### src/rtl/tflc_pkg.sv
// Shared types and constants for the throttle filter and lamp controller.
package tflc_pkg;

    // Field widths
    localparam int SampleW = 12;
    localparam int TimeW   = 32;
    localparam int DutyW   = 5;
    localparam int OffsetW = 6;
    localparam int HoldW   = 16;
    localparam int AccW    = 13;

    // Largest duty value
    localparam logic [DutyW-1:0] DutyMax = 5'd31;

    // Register indexes on the config port
    localparam logic CFG_THROTTLE_OFFSET = 1'b0;
    localparam logic CFG_BRAKE_HOLD      = 1'b1;

    // Reset values of the config registers
    localparam logic [OffsetW-1:0] OffsetReset = 6'd9;
    localparam logic [HoldW-1:0]   HoldReset   = 16'd500;

    typedef enum logic [1:0] {
        DIR_STOP = 2'd0,
        DIR_FWD  = 2'd1,
        DIR_REV  = 2'd2
    } motor_dir_t;

    typedef enum logic [2:0] {
        STRIP_OFF     = 3'd0,
        STRIP_ENGINE  = 3'd1,
        STRIP_GREEN   = 3'd2,
        STRIP_RED     = 3'd3,
        STRIP_RAINBOW = 3'd4
    } strip_mode_t;

    // Switch and gear inputs of one request
    typedef struct packed {
        logic master_on;
        logic head_switch;
        logic left_switch;
        logic right_switch;
        logic gear_forward;
        logic gear_reverse;
        logic obstacle;
    } sw_t;

    // One result
    typedef struct packed {
        motor_dir_t       motor_dir;
        logic [DutyW-1:0] motor_duty;
        logic [DutyW-1:0] raw_duty;
        logic             head_lamp;
        logic             left_lamp;
        logic             right_lamp;
        logic             tail_lamp;
        logic             fan_on;
        strip_mode_t      strip_mode;
        logic [DutyW-1:0] strip_level;
    } result_t;

endpackage

### src/rtl/tflc_duty.sv
// Raw duty: throttle sample cut to two decimal digits, offset removed, capped.
module tflc_duty
    import tflc_pkg::*;
(
    input  logic [SampleW-1:0] throttle_sample,
    input  logic [OffsetW-1:0] throttle_offset,
    output logic [DutyW-1:0]   raw_duty
);

    // Thousands*10 + hundreds digit equals sample / 100.
    // Reciprocal 5243 / 2^19 is exact for every 12-bit sample.
    localparam logic [12:0] Recip100 = 13'd5243;
    localparam int          Shift100 = 19;

    logic [24:0]        prod;
    logic [OffsetW-1:0] gas;
    logic [OffsetW-1:0] diff;

    always_comb
    begin
        prod = 25'(throttle_sample) * 25'(Recip100);
        gas  = prod[Shift100 + OffsetW - 1:Shift100];

        // Subtract offset with floor at zero, then saturate
        if (gas > throttle_offset)
        begin
            diff = gas - throttle_offset;
        end
        else
        begin
            diff = '0;
        end

        if (diff > OffsetW'(DutyMax))
        begin
            raw_duty = DutyMax;
        end
        else
        begin
            raw_duty = diff[DutyW-1:0];
        end
    end

endmodule

### src/rtl/tflc_core.sv
// Moving-average filter, gear logic, lamp state and the result register.
module tflc_core
    import tflc_pkg::*;
(
    input  logic               clk,
    input  logic               rst_n,
    input  logic               load,
    input  logic [DutyW-1:0]   raw_duty,
    input  logic [TimeW-1:0]   now_ms,
    input  sw_t                sw,
    input  logic [HoldW-1:0]   brake_hold_ms,
    output result_t            res
);

    // x / 12 as (x * 43691) >> 19, exact for x below 2^17
    localparam logic [15:0] Recip12 = 16'd43691;
    localparam int          Shift12 = 19;
    localparam logic [13:0] Half    = 14'd128;

    logic [AccW-1:0]  acc_reg, acc_next;
    logic [DutyW-1:0] prev_reg, prev_next;
    logic [TimeW-1:0] stamp_reg, stamp_next;
    logic             tail_reg, tail_next;
    motor_dir_t       dir_reg, dir_next;
    logic [DutyW-1:0] duty_reg, duty_next;
    result_t          res_reg, res_next;

    logic [16:0]      mix;
    logic [32:0]      quot_prod;
    logic [13:0]      round_sum;
    logic [5:0]       filt_wide;
    logic [DutyW-1:0] filt;
    logic [TimeW-1:0] elapsed;

    // Filter update: acc' = (acc*11 + raw*256) / 12, filtered = round(acc'/256)
    always_comb
    begin
        mix       = (17'(acc_reg) << 3) + (17'(acc_reg) << 1) + 17'(acc_reg)
                  + (17'(raw_duty) << 8);
        quot_prod = 33'(mix) * 33'(Recip12);
        acc_next  = quot_prod[Shift12 + AccW - 1:Shift12];
        round_sum = 14'(acc_next) + Half;
        filt_wide = round_sum[13:8];
        if (filt_wide > 6'(DutyMax))
        begin
            filt = DutyMax;
        end
        else
        begin
            filt = filt_wide[DutyW-1:0];
        end
    end

    // Gear, motor and lamp decisions
    always_comb
    begin
        prev_next  = prev_reg;
        stamp_next = stamp_reg;
        tail_next  = tail_reg;
        dir_next   = dir_reg;
        duty_next  = duty_reg;
        elapsed    = now_ms - stamp_reg;

        res_next             = '0;
        res_next.raw_duty    = raw_duty;
        res_next.strip_mode  = STRIP_OFF;

        if (sw.master_on)
        begin
            res_next.head_lamp  = sw.head_switch;
            res_next.left_lamp  = sw.left_switch;
            res_next.right_lamp = sw.right_switch;
            if (sw.gear_forward)
            begin
                dir_next  = DIR_FWD;
                duty_next = filt;
                // Deceleration lights the tail lamp for the hold time
                if (filt < prev_reg)
                begin
                    tail_next  = 1'b1;
                    stamp_next = now_ms;
                end
                else if (elapsed >= TimeW'(brake_hold_ms))
                begin
                    tail_next = 1'b0;
                end
                prev_next            = filt;
                res_next.strip_mode  = STRIP_ENGINE;
                res_next.strip_level = filt;
                res_next.fan_on      = 1'b1;
            end
            else if (sw.gear_reverse)
            begin
                if (!sw.obstacle)
                begin
                    dir_next            = DIR_REV;
                    duty_next           = filt;
                    res_next.strip_mode = STRIP_GREEN;
                end
                else
                begin
                    dir_next            = DIR_STOP;
                    duty_next           = '0;
                    res_next.strip_mode = STRIP_RED;
                end
                tail_next           = 1'b1;
                res_next.left_lamp  = 1'b1;
                res_next.right_lamp = 1'b1;
            end
            else
            begin
                // Park
                dir_next            = DIR_STOP;
                duty_next           = '0;
                tail_next           = 1'b1;
                res_next.fan_on     = 1'b1;
                res_next.strip_mode = STRIP_RAINBOW;
            end
        end
        else
        begin
            // Master off keeps the last motor command
            tail_next = 1'b0;
        end

        res_next.motor_dir  = dir_next;
        res_next.motor_duty = duty_next;
        res_next.tail_lamp  = tail_next;
    end

    // State registers
    always_ff @(posedge clk or negedge rst_n)
    begin
        if (!rst_n)
        begin
            acc_reg   <= '0;
            prev_reg  <= '0;
            stamp_reg <= '0;
            tail_reg  <= 1'b0;
            dir_reg   <= DIR_STOP;
            duty_reg  <= '0;
        end
        else if (load)
        begin
            acc_reg   <= acc_next;
            prev_reg  <= prev_next;
            stamp_reg <= stamp_next;
            tail_reg  <= tail_next;
            dir_reg   <= dir_next;
            duty_reg  <= duty_next;
        end
    end

    // Result register
    always_ff @(posedge clk)
    begin
        if (load)
        begin
            res_reg <= res_next;
        end
    end

    assign res = res_reg;

endmodule

### src/rtl/throttle_filter_lamp_controller_top.sv
// Top level of the throttle filter and lamp controller.
//
//  Channel | Signals                                   | Direction
//  --------+-------------------------------------------+----------
//  in      | in_valid, in_ready, sample, time, switches | into block
//  out     | out_valid, out_ready, motor/lamp/strip     | out of block
//  cfg     | cfg_valid, cfg_ready, cfg_index, cfg_data  | into block
//
// One request per clock while the output is not stalled; three register stages
// (input, raw duty, result), which each request passes through in that order.
// Filter and lamp state change only as a request enters the result register.
// A stalled output holds its result; each stage keeps moving while the next
// one has room, so a full pipeline holds three requests.
// Reset sets offset 9, hold 500 ms, clears the filter, lamp and motor state.
module throttle_filter_lamp_controller_top
    import tflc_pkg::*;
(
    input  logic               clk,
    input  logic               rst_n,

    input  logic               in_valid,
    output logic               in_ready,
    input  logic [SampleW-1:0] throttle_sample,
    input  logic [TimeW-1:0]   now_ms,
    input  logic               master_on,
    input  logic               head_switch,
    input  logic               left_switch,
    input  logic               right_switch,
    input  logic               gear_forward,
    input  logic               gear_reverse,
    input  logic               obstacle,

    output logic               out_valid,
    input  logic               out_ready,
    output logic [1:0]         motor_dir,
    output logic [DutyW-1:0]   motor_duty,
    output logic [DutyW-1:0]   raw_duty,
    output logic               head_lamp,
    output logic               left_lamp,
    output logic               right_lamp,
    output logic               tail_lamp,
    output logic               fan_on,
    output logic [2:0]         strip_mode,
    output logic [DutyW-1:0]   strip_level,

    input  logic               cfg_valid,
    output logic               cfg_ready,
    input  logic               cfg_index,
    input  logic [HoldW-1:0]   cfg_data
);

    logic [OffsetW-1:0] offset_reg;
    logic [HoldW-1:0]   hold_reg;

    logic               v1_reg, v2_reg, vout_reg;
    logic [SampleW-1:0] sample1_reg;
    logic [TimeW-1:0]   now1_reg, now2_reg;
    sw_t                sw1_reg, sw2_reg;
    logic [DutyW-1:0]   raw2_reg;

    logic               out_load, s2_free, s2_load, in_take;
    logic [DutyW-1:0]   raw_calc;
    result_t            res;

    // Configuration registers; writes are always taken
    assign cfg_ready = 1'b1;

    always_ff @(posedge clk or negedge rst_n)
    begin
        if (!rst_n)
        begin
            offset_reg <= OffsetReset;
            hold_reg   <= HoldReset;
        end
        else if (cfg_valid)
        begin
            case (cfg_index)
                CFG_THROTTLE_OFFSET: offset_reg <= cfg_data[OffsetW-1:0];
                CFG_BRAKE_HOLD:      hold_reg   <= cfg_data;
                default:             ;
            endcase
        end
    end

    // Pipeline flow control
    assign out_load = v2_reg && (!vout_reg || out_ready);
    assign s2_free  = !v2_reg || out_load;
    assign s2_load  = v1_reg && s2_free;
    assign in_ready = !v1_reg || s2_free;
    assign in_take  = in_valid && in_ready;

    always_ff @(posedge clk or negedge rst_n)
    begin
        if (!rst_n)
        begin
            v1_reg   <= 1'b0;
            v2_reg   <= 1'b0;
            vout_reg <= 1'b0;
        end
        else
        begin
            if (in_ready)
            begin
                v1_reg <= in_valid;
            end
            if (s2_free)
            begin
                v2_reg <= v1_reg;
            end
            if (!vout_reg || out_ready)
            begin
                vout_reg <= v2_reg;
            end
        end
    end

    // Input stage
    always_ff @(posedge clk)
    begin
        if (in_take)
        begin
            sample1_reg <= throttle_sample;
            now1_reg    <= now_ms;
            sw1_reg     <= '{master_on:    master_on,
                             head_switch:  head_switch,
                             left_switch:  left_switch,
                             right_switch: right_switch,
                             gear_forward: gear_forward,
                             gear_reverse: gear_reverse,
                             obstacle:     obstacle};
        end
    end

    // Raw duty stage
    tflc_duty u_duty (
        .throttle_sample (sample1_reg),
        .throttle_offset (offset_reg),
        .raw_duty        (raw_calc)
    );

    always_ff @(posedge clk)
    begin
        if (s2_load)
        begin
            raw2_reg <= raw_calc;
            now2_reg <= now1_reg;
            sw2_reg  <= sw1_reg;
        end
    end

    // Filter, gear logic and result register
    tflc_core u_core (
        .clk           (clk),
        .rst_n         (rst_n),
        .load          (out_load),
        .raw_duty      (raw2_reg),
        .now_ms        (now2_reg),
        .sw            (sw2_reg),
        .brake_hold_ms (hold_reg),
        .res           (res)
    );

    assign out_valid   = vout_reg;
    assign motor_dir   = res.motor_dir;
    assign motor_duty  = res.motor_duty;
    assign raw_duty    = res.raw_duty;
    assign head_lamp   = res.head_lamp;
    assign left_lamp   = res.left_lamp;
    assign right_lamp  = res.right_lamp;
    assign tail_lamp   = res.tail_lamp;
    assign fan_on      = res.fan_on;
    assign strip_mode  = res.strip_mode;
    assign strip_level = res.strip_level;

endmodule

### config.mk
export PLATFORM = sky130hd
export DESIGN_NAME = throttle_filter_lamp_controller_top
export DESIGN_NICKNAME = d
export VERILOG_FILES = /design/src/rtl/tflc_pkg.sv /design/src/rtl/tflc_duty.sv /design/src/rtl/tflc_core.sv /design/src/rtl/throttle_filter_lamp_controller_top.sv
export SDC_FILE = /design/constraint.sdc
export NUM_CORES = 1
export LEC_CHECK = 0
export BUFFER_PORTS_ARGS = -buffer_cell sky130_fd_sc_hd__buf_4
export CORE_AREA = 2 2 211 213
export DETAILED_ROUTE_END_ITERATION = 12
export DIE_AREA = 0 0 213 215
export GPL_TIMING_DRIVEN = 0
export PLACE_DENSITY = 0.64
export SLEW_MARGIN = 40
export SYNTH_ARGS = -nofsm -noshare
export SYNTH_HDL_FRONTEND = slang
export SYNTH_SLANG_ARGS = --single-unit
### constraint.sdc
create_clock -name clk -period 9.9 [get_ports clk]
set_clock_uncertainty 0.05 [all_clocks]
set_input_delay 1.98 -clock clk [delete_from_list [all_inputs] [get_ports clk]]
set_output_delay 1.98 -clock clk [all_outputs]
set_load 0.01 [all_outputs]
==> flow_metrics.tcl, run 1 <==
set metrics [dict create \
    status "finished, violations left" \
    failed_checks "setup timing" \
    whs_ns 0.3636 \
    tightest_slew_ns 0.8136 \
    area_delta_synth_final_pct 19.01 \
    drc 0 \
    antenna_cells 0 \
    netlist_area_um2 18010 \
    rsz0062_at_grt "yes" \
    clkSlewWorstSetupHoldPaths_ns 0.06 \
    hold_viol 0 \
    synth_cell_types 74 \
    fin_tns_setup_ns -10.32 \
    synthesis.nets 2166 \
    layout_commonest_cell "inv_1" \
    grt_pass1_wl_um 62290 \
    via_per_inst 4.917 \
    fp.dieH_um 215 \
    synth_area_per_cell_um2 10.91 \
    clock_sinks 203 \
    io_pins 101 \
    gp_congestion 0.9002 \
    cts_root_buf "clkbuf_16" \
    fin_nets 2347 \
    maxCapViolations 0 \
    relSlewSlack_pct 45.37 \
    critPathKind "flip-flop to flip-flop" \
    grt-ovfl-total 0 \
    rows 77 \
    cp_slowest_cell "fa_1" \
    cts_hold_buf 0 \
    num_vias 12000 \
    worstSetupEndpointType "flip-flop" \
    initial_utilization_pct 41.27 \
    max_clock_freq_mhz 97.57 \
    die_w_um 213 \
    ys_warn_count 0 \
    die_area_um2 45800 \
    grt_usage_pct 16.73 \
    clk_latency_ns 0.51 \
    fillers 3880 \
    drtIter0Drc 486 \
    crit_fanout 7 \
    fin_util_pct 49.12 \
    slowest_delay_ns 0.54 \
    arrival_ns 10.58 \
    grt_pass1_vias 12740 \
    synth_ff_type "edfxtp_1" \
    synth-edff-count 120 \
    layout_setup_ws_ns -0.3489 \
    min_path_type "flip-flop to flip-flop" \
    async_flop_share_pct 40.89 \
    cts_max_level 1 \
    drt_wl_total_um 37550 \
    dpl.hpwl_um 30020 \
    cts_tree "done" \
    min_period_ns 10.25 \
    grt_antenna_before_repair 0 \
    wl_per_cell_um 15.38 \
    yosysSeqAreaShare_pct 31.59 \
    cp-start-kind "flip-flop" \
    required_ns 10.23 \
    drive_gt1_share_pct 19.63 \
    ys_ff_latch 203 \
    grt_max_degree 84 \
    cts_buffer_depth 3 \
    portBuffers 99 \
    synthCells 1651 \
    cts_buffers 23 \
    setup_viol_count_final 32 \
    dr.pass1.iters 5 \
    layout_common_cells "inv_1 (338), ha_1 (268), fa_1 (148), buf_4 (148), edfxtp_1 (120)" \
    fin_crit_sh_pct 103.5 \
    finalMaxSlewViolations 0 \
    core_um2 43640 \
    final_antenna_net_count 0 \
]
-- final cells by class --
type / count / area [um2] / share of cell area, %
Multi-Input combinational cell: 1068 / 11450 / 53.40
Sequential cell: 203 / 5692 / 26.55
Inverter: 358 / 1344 / 6.269
Timing Repair Buffer: 156 / 1286 / 6.000
Tap cell: 592 / 740.7 / 3.456
Clock buffer: 31 / 635.6 / 2.965
Clock inverter: 11 / 152.6 / 0.7121
Buffer: 22 / 137.6 / 0.6421
-- path summary, 6_finish.rpt --
check | startpoint | end | slack (ns) | cells past startpoint
min in group asynchronous | rst_n | u_core.prev_reg[1]$_DFFE_PN0P_ | 1.45 | 1
hold reg to reg | now1_reg[30]$_DFFE_PP_ | now2_reg[30]$_DFFE_PP_ | 0.36 | 0
setup / recovery | u_core.acc_reg[1]$_DFFE_PN0P_ | u_core.stamp_reg[2]$_DFFE_PN0P_ | -0.35 | 51
setup reg to reg | u_core.acc_reg[1]$_DFFE_PN0P_ | u_core.stamp_reg[2]$_DFFE_PN0P_ | -0.35 | 51
hold / removal | now1_reg[30]$_DFFE_PP_ | now2_reg[30]$_DFFE_PP_ | 0.36 | 0
max in group asynchronous | rst_n | u_core.acc_reg[0]$_DFFE_PN0P_ | 7.82 | 1
-- synthesized netlist by cell type (9+ instances only) --
| master | instances | area [um2] |
|---|---|---|
| ha_1 | 290 | 3628 |
| nand3_1 | 12 | 60.06 |
| a21oi_1 | 65 | 325.3 |
| xor2_1 | 25 | 219.0 |
| clkbuf_1 | 17 | 63.81 |
| mux2_4 | 30 | 450.4 |
| fa_1 | 152 | 3043 |
| inv_1 | 358 | 1344 |
| edfxtp_1 | 120 | 3603 |
| xnor2_1 | 31 | 271.5 |
| a21o_1 | 23 | 172.7 |
| dfrtp_1 | 75 | 1877 |
| o21ai_0 | 76 | 380.4 |
| nand2_1 | 74 | 277.8 |
| a21boi_0 | 9 | 67.56 |
| nand4_1 | 13 | 81.33 |
| o21bai_1 | 9 | 67.56 |
| nor2b_1 | 21 | 131.4 |
| nor3_1 | 24 | 120.1 |
| nor2_1 | 49 | 183.9 |
| nand2b_1 | 17 | 106.4 |
| a211oi_1 | 11 | 82.58 |
| mux2_2 | 21 | 236.5 |
-- logic make-up after synthesis --
logic type / after synthesis / synth area share, %
simple gates: 241 / 6.564
compound gates: 273 / 9.954
flops: 203 / 31.59
buf+inv: 380 / 8.072
mux: 55 / 4.036
fa+ha+maj: 442 / 37.04
other cells: 1 / 0.02082
xor+xnor: 56 / 2.723
-- routing by layer --
metal	track usage, %	up-vias	part of all wire (%)
met4	3.380	0	1.4
li1	-	5941	-
met3	1.900	46	3.3
met1	23.02	5821	46
met2	28.45	194	49
met5	0	-	0
-- through the flow --
stage               setup WS (ns)  cell area (um2)  cells
floorplan                 -0.1127            18190   1651
global placement           -1.357            19670   2342
detailed placement         -1.446            19770   2345
CTS                       -0.2959            21000   2417
global route              -0.7875            21440   2441
finish                    -0.3489            21440   2441
-- worst max-delay path, delay by kind of cell (launching register included) --
| kind | cells | cell delay [ns] |
|---|---|---|
| fa+ha+maj | 12 | 4.37 |
| compound gates | 16 | 2.43 |
| simple gates | 9 | 1.23 |
| buf+inv | 11 | 0.96 |
| xor+xnor | 2 | 0.43 |
| flops | 1 | 0.37 |
| mux | 1 | 0.29 |
-- what timing repair did --
action	in CTS	in global routing
setup endpoints to repair	34	34
setup buffers	31	22
cloned	0	2
resized for setup	40	42
pin swaps	34	48
Power of run 1 is not shown: default switching activity piles up to over one toggle a cycle in this logic, so the estimate is an artifact.
==> run 2: changes to the inputs <==
--- a/config.mk
+++ b/config.mk
@@ -5,6 +5,7 @@
 export SDC_FILE = /design/constraint.sdc
 export NUM_CORES = 1
 export LEC_CHECK = 0
+export ABC_CLOCK_PERIOD_IN_PS = 8700
 export BUFFER_PORTS_ARGS = -buffer_cell sky130_fd_sc_hd__buf_4
 export CORE_AREA = 2 2 211 213
 export DETAILED_ROUTE_END_ITERATION = 12
==> constraint.sdc (replaced) <==
create_clock -name clk -period 8.7 [get_ports clk]
set_clock_uncertainty 0.05 [all_clocks]
set_input_delay 1.74 -clock clk [delete_from_list [all_inputs] [get_ports clk]]
set_output_delay 1.74 -clock clk [all_outputs]
set_load 0.01 [all_outputs]
==> run 2 against run 1 <==
Against the previous run:
- the flow still finishes with violations (setup timing)
- global-route usage is 0.15 points higher
- critical path depth is 2 higher
- register-to-register slack worse by 1.2 ns
- via count is 2.8% higher
- critical endpoint is now u_core.stamp_reg[3]$_DFFE_PN0P_
- highest routed layer unchanged
==> flow_metrics.tcl, run 2 (synthesis gave the netlist of run 1 again) <==
set metrics [dict create \
    status "finished, violations left" \
    failed_checks "setup timing" \
    cts_max_level 1 \
    clkSlewWorstSetupHoldPaths_ns 0.07 \
    crit_fanout 10 \
    grt_usage_pct 16.87 \
    max_clock_freq_mhz 97.29 \
    antenna_cells 0 \
    cp_slowest_cell "fa_1" \
    cts_tree "done" \
    drtIter0Drc 597 \
    rows 77 \
    cts_root_buf "clkbuf_16" \
    via_per_inst 4.982 \
    initial_utilization_pct 41.27 \
    clock_sinks 203 \
    die_w_um 213 \
    drt_wl_total_um 38560 \
    gp_congestion 0.9077 \
    grt_pass1_vias 12910 \
    grt_max_degree 84 \
    dp.cells 2345 \
    portBuffers 99 \
    critPathKind "flip-flop to flip-flop" \
    hold_viol 0 \
    dpl_cell_area_um2 19770 \
    layout_common_cells "inv_1 (338), ha_1 (266), buf_4 (158)" \
    grt_pass1_wl_um 62800 \
    fin_tns_setup_ns -60.48 \
    area_delta_synth_final_pct 21.44 \
    dr.pass1.iters 5 \
    slowest_delay_ns 0.51 \
    cp-start-kind "flip-flop" \
    cts_buffer_depth 3 \
    num_vias 12340 \
    fin_nets 2382 \
    min_path_type "flip-flop to flip-flop" \
    fin_util_pct 50.12 \
    tightest_slew_ns 0.9329 \
    fp.dieH_um 215 \
    grt-ovfl-total 0 \
    cts_buffers 23 \
    required_ns 9.04 \
    rsz0062_at_grt "yes" \
    die_area_um2 45800 \
    layout_commonest_cell "inv_1" \
    relSlewSlack_pct 37.15 \
    final_antenna_net_count 0 \
    fin_crit_sh_pct 118.1 \
    io_pins 101 \
    clk_latency_ns 0.52 \
    layout_setup_ws_ns -1.579 \
    finalMaxSlewViolations 0 \
    wl_per_cell_um 15.57 \
    setup_viol_count_final 53 \
    drc 0 \
    min_period_ns 10.28 \
    core_um2 43640 \
    maxCapViolations 0 \
    grt_antenna_before_repair 0 \
    arrival_ns 10.62 \
    drive_gt1_share_pct 22.13 \
    fin_area_um2 21870 \
    dpl.hpwl_um 29720 \
    final_cells 2476 \
    worstSetupEndpointType "flip-flop" \
]
run 2: repair_timing:
item | in CTS | in global routing
pin swaps | 48 | 47
endpoints found under the setup margin | 59 | 54
setup buffers | 43 | 49
gates cloned | 1 | 0
resized for setup | 66 | 77
hold buffers | 0 | 0
run 2: critical path, delay by kind of cell (launching register included):
kind            cells  cell delay (ns)
compound gates     20             2.84
xor+xnor            2             0.47
fa+ha+maj          13             4.39
buf+inv            12             0.98
flops               1             0.37
mux                 1             0.29
simple gates        5             0.76
run 2: cell type report:
class | instances | area [um2]
fill | 3865 | 21770
buffer | 22 | 132.6
timing repair buffer | 191 | 1624
sequential | 203 | 5692
tap | 592 | 740.7
clock inverter | 14 | 141.4
multi-input combinational | 1068 | 11610
clock buffer | 28 | 594.3
inverter | 358 | 1344
run 2: worst paths after layout:
kind,startpoint,endpoint,slack [ns],cells past startpoint
setup reg to reg,u_core.acc_reg[2]$_DFFE_PN0P_,u_core.stamp_reg[3]$_DFFE_PN0P_,-1.58,53
hold / removal,now1_reg[11]$_DFFE_PP_,now2_reg[11]$_DFFE_PP_,0.36,0
max in group asynchronous,rst_n,hold_reg[9]$_DFFE_PN0P_,6.86,1
setup / recovery,u_core.acc_reg[2]$_DFFE_PN0P_,u_core.stamp_reg[3]$_DFFE_PN0P_,-1.58,53
min in group asynchronous,rst_n,u_core.prev_reg[2]$_DFFE_PN0P_,1.19,1
hold reg to reg,now1_reg[11]$_DFFE_PP_,now2_reg[11]$_DFFE_PP_,0.36,0
run 2: per-layer routing:
metal | global-route usage (%) | vias up | wire length (um)
met4 | 3.333 | 0 | 784
li1 | - | 5996 | -
met3 | 1.797 | 53 | 1392
met5 | 0 | - | 0
met2 | 29.25 | 220 | 18930
met1 | 22.85 | 6067 | 17460
run 2: metrics by stage:
step | hold slack [ns] | setup slack (ns)
after floorplan | 0.3503 | -1.312
after CTS | 0.3669 | -1.471
after global placement | 0.3518 | -2.555
final | 0.3643 | -1.579
after detailed placement | 0.3545 | -2.675
after global routing | 0.3735 | -2.005
Power of run 2 is left out for the same reason.
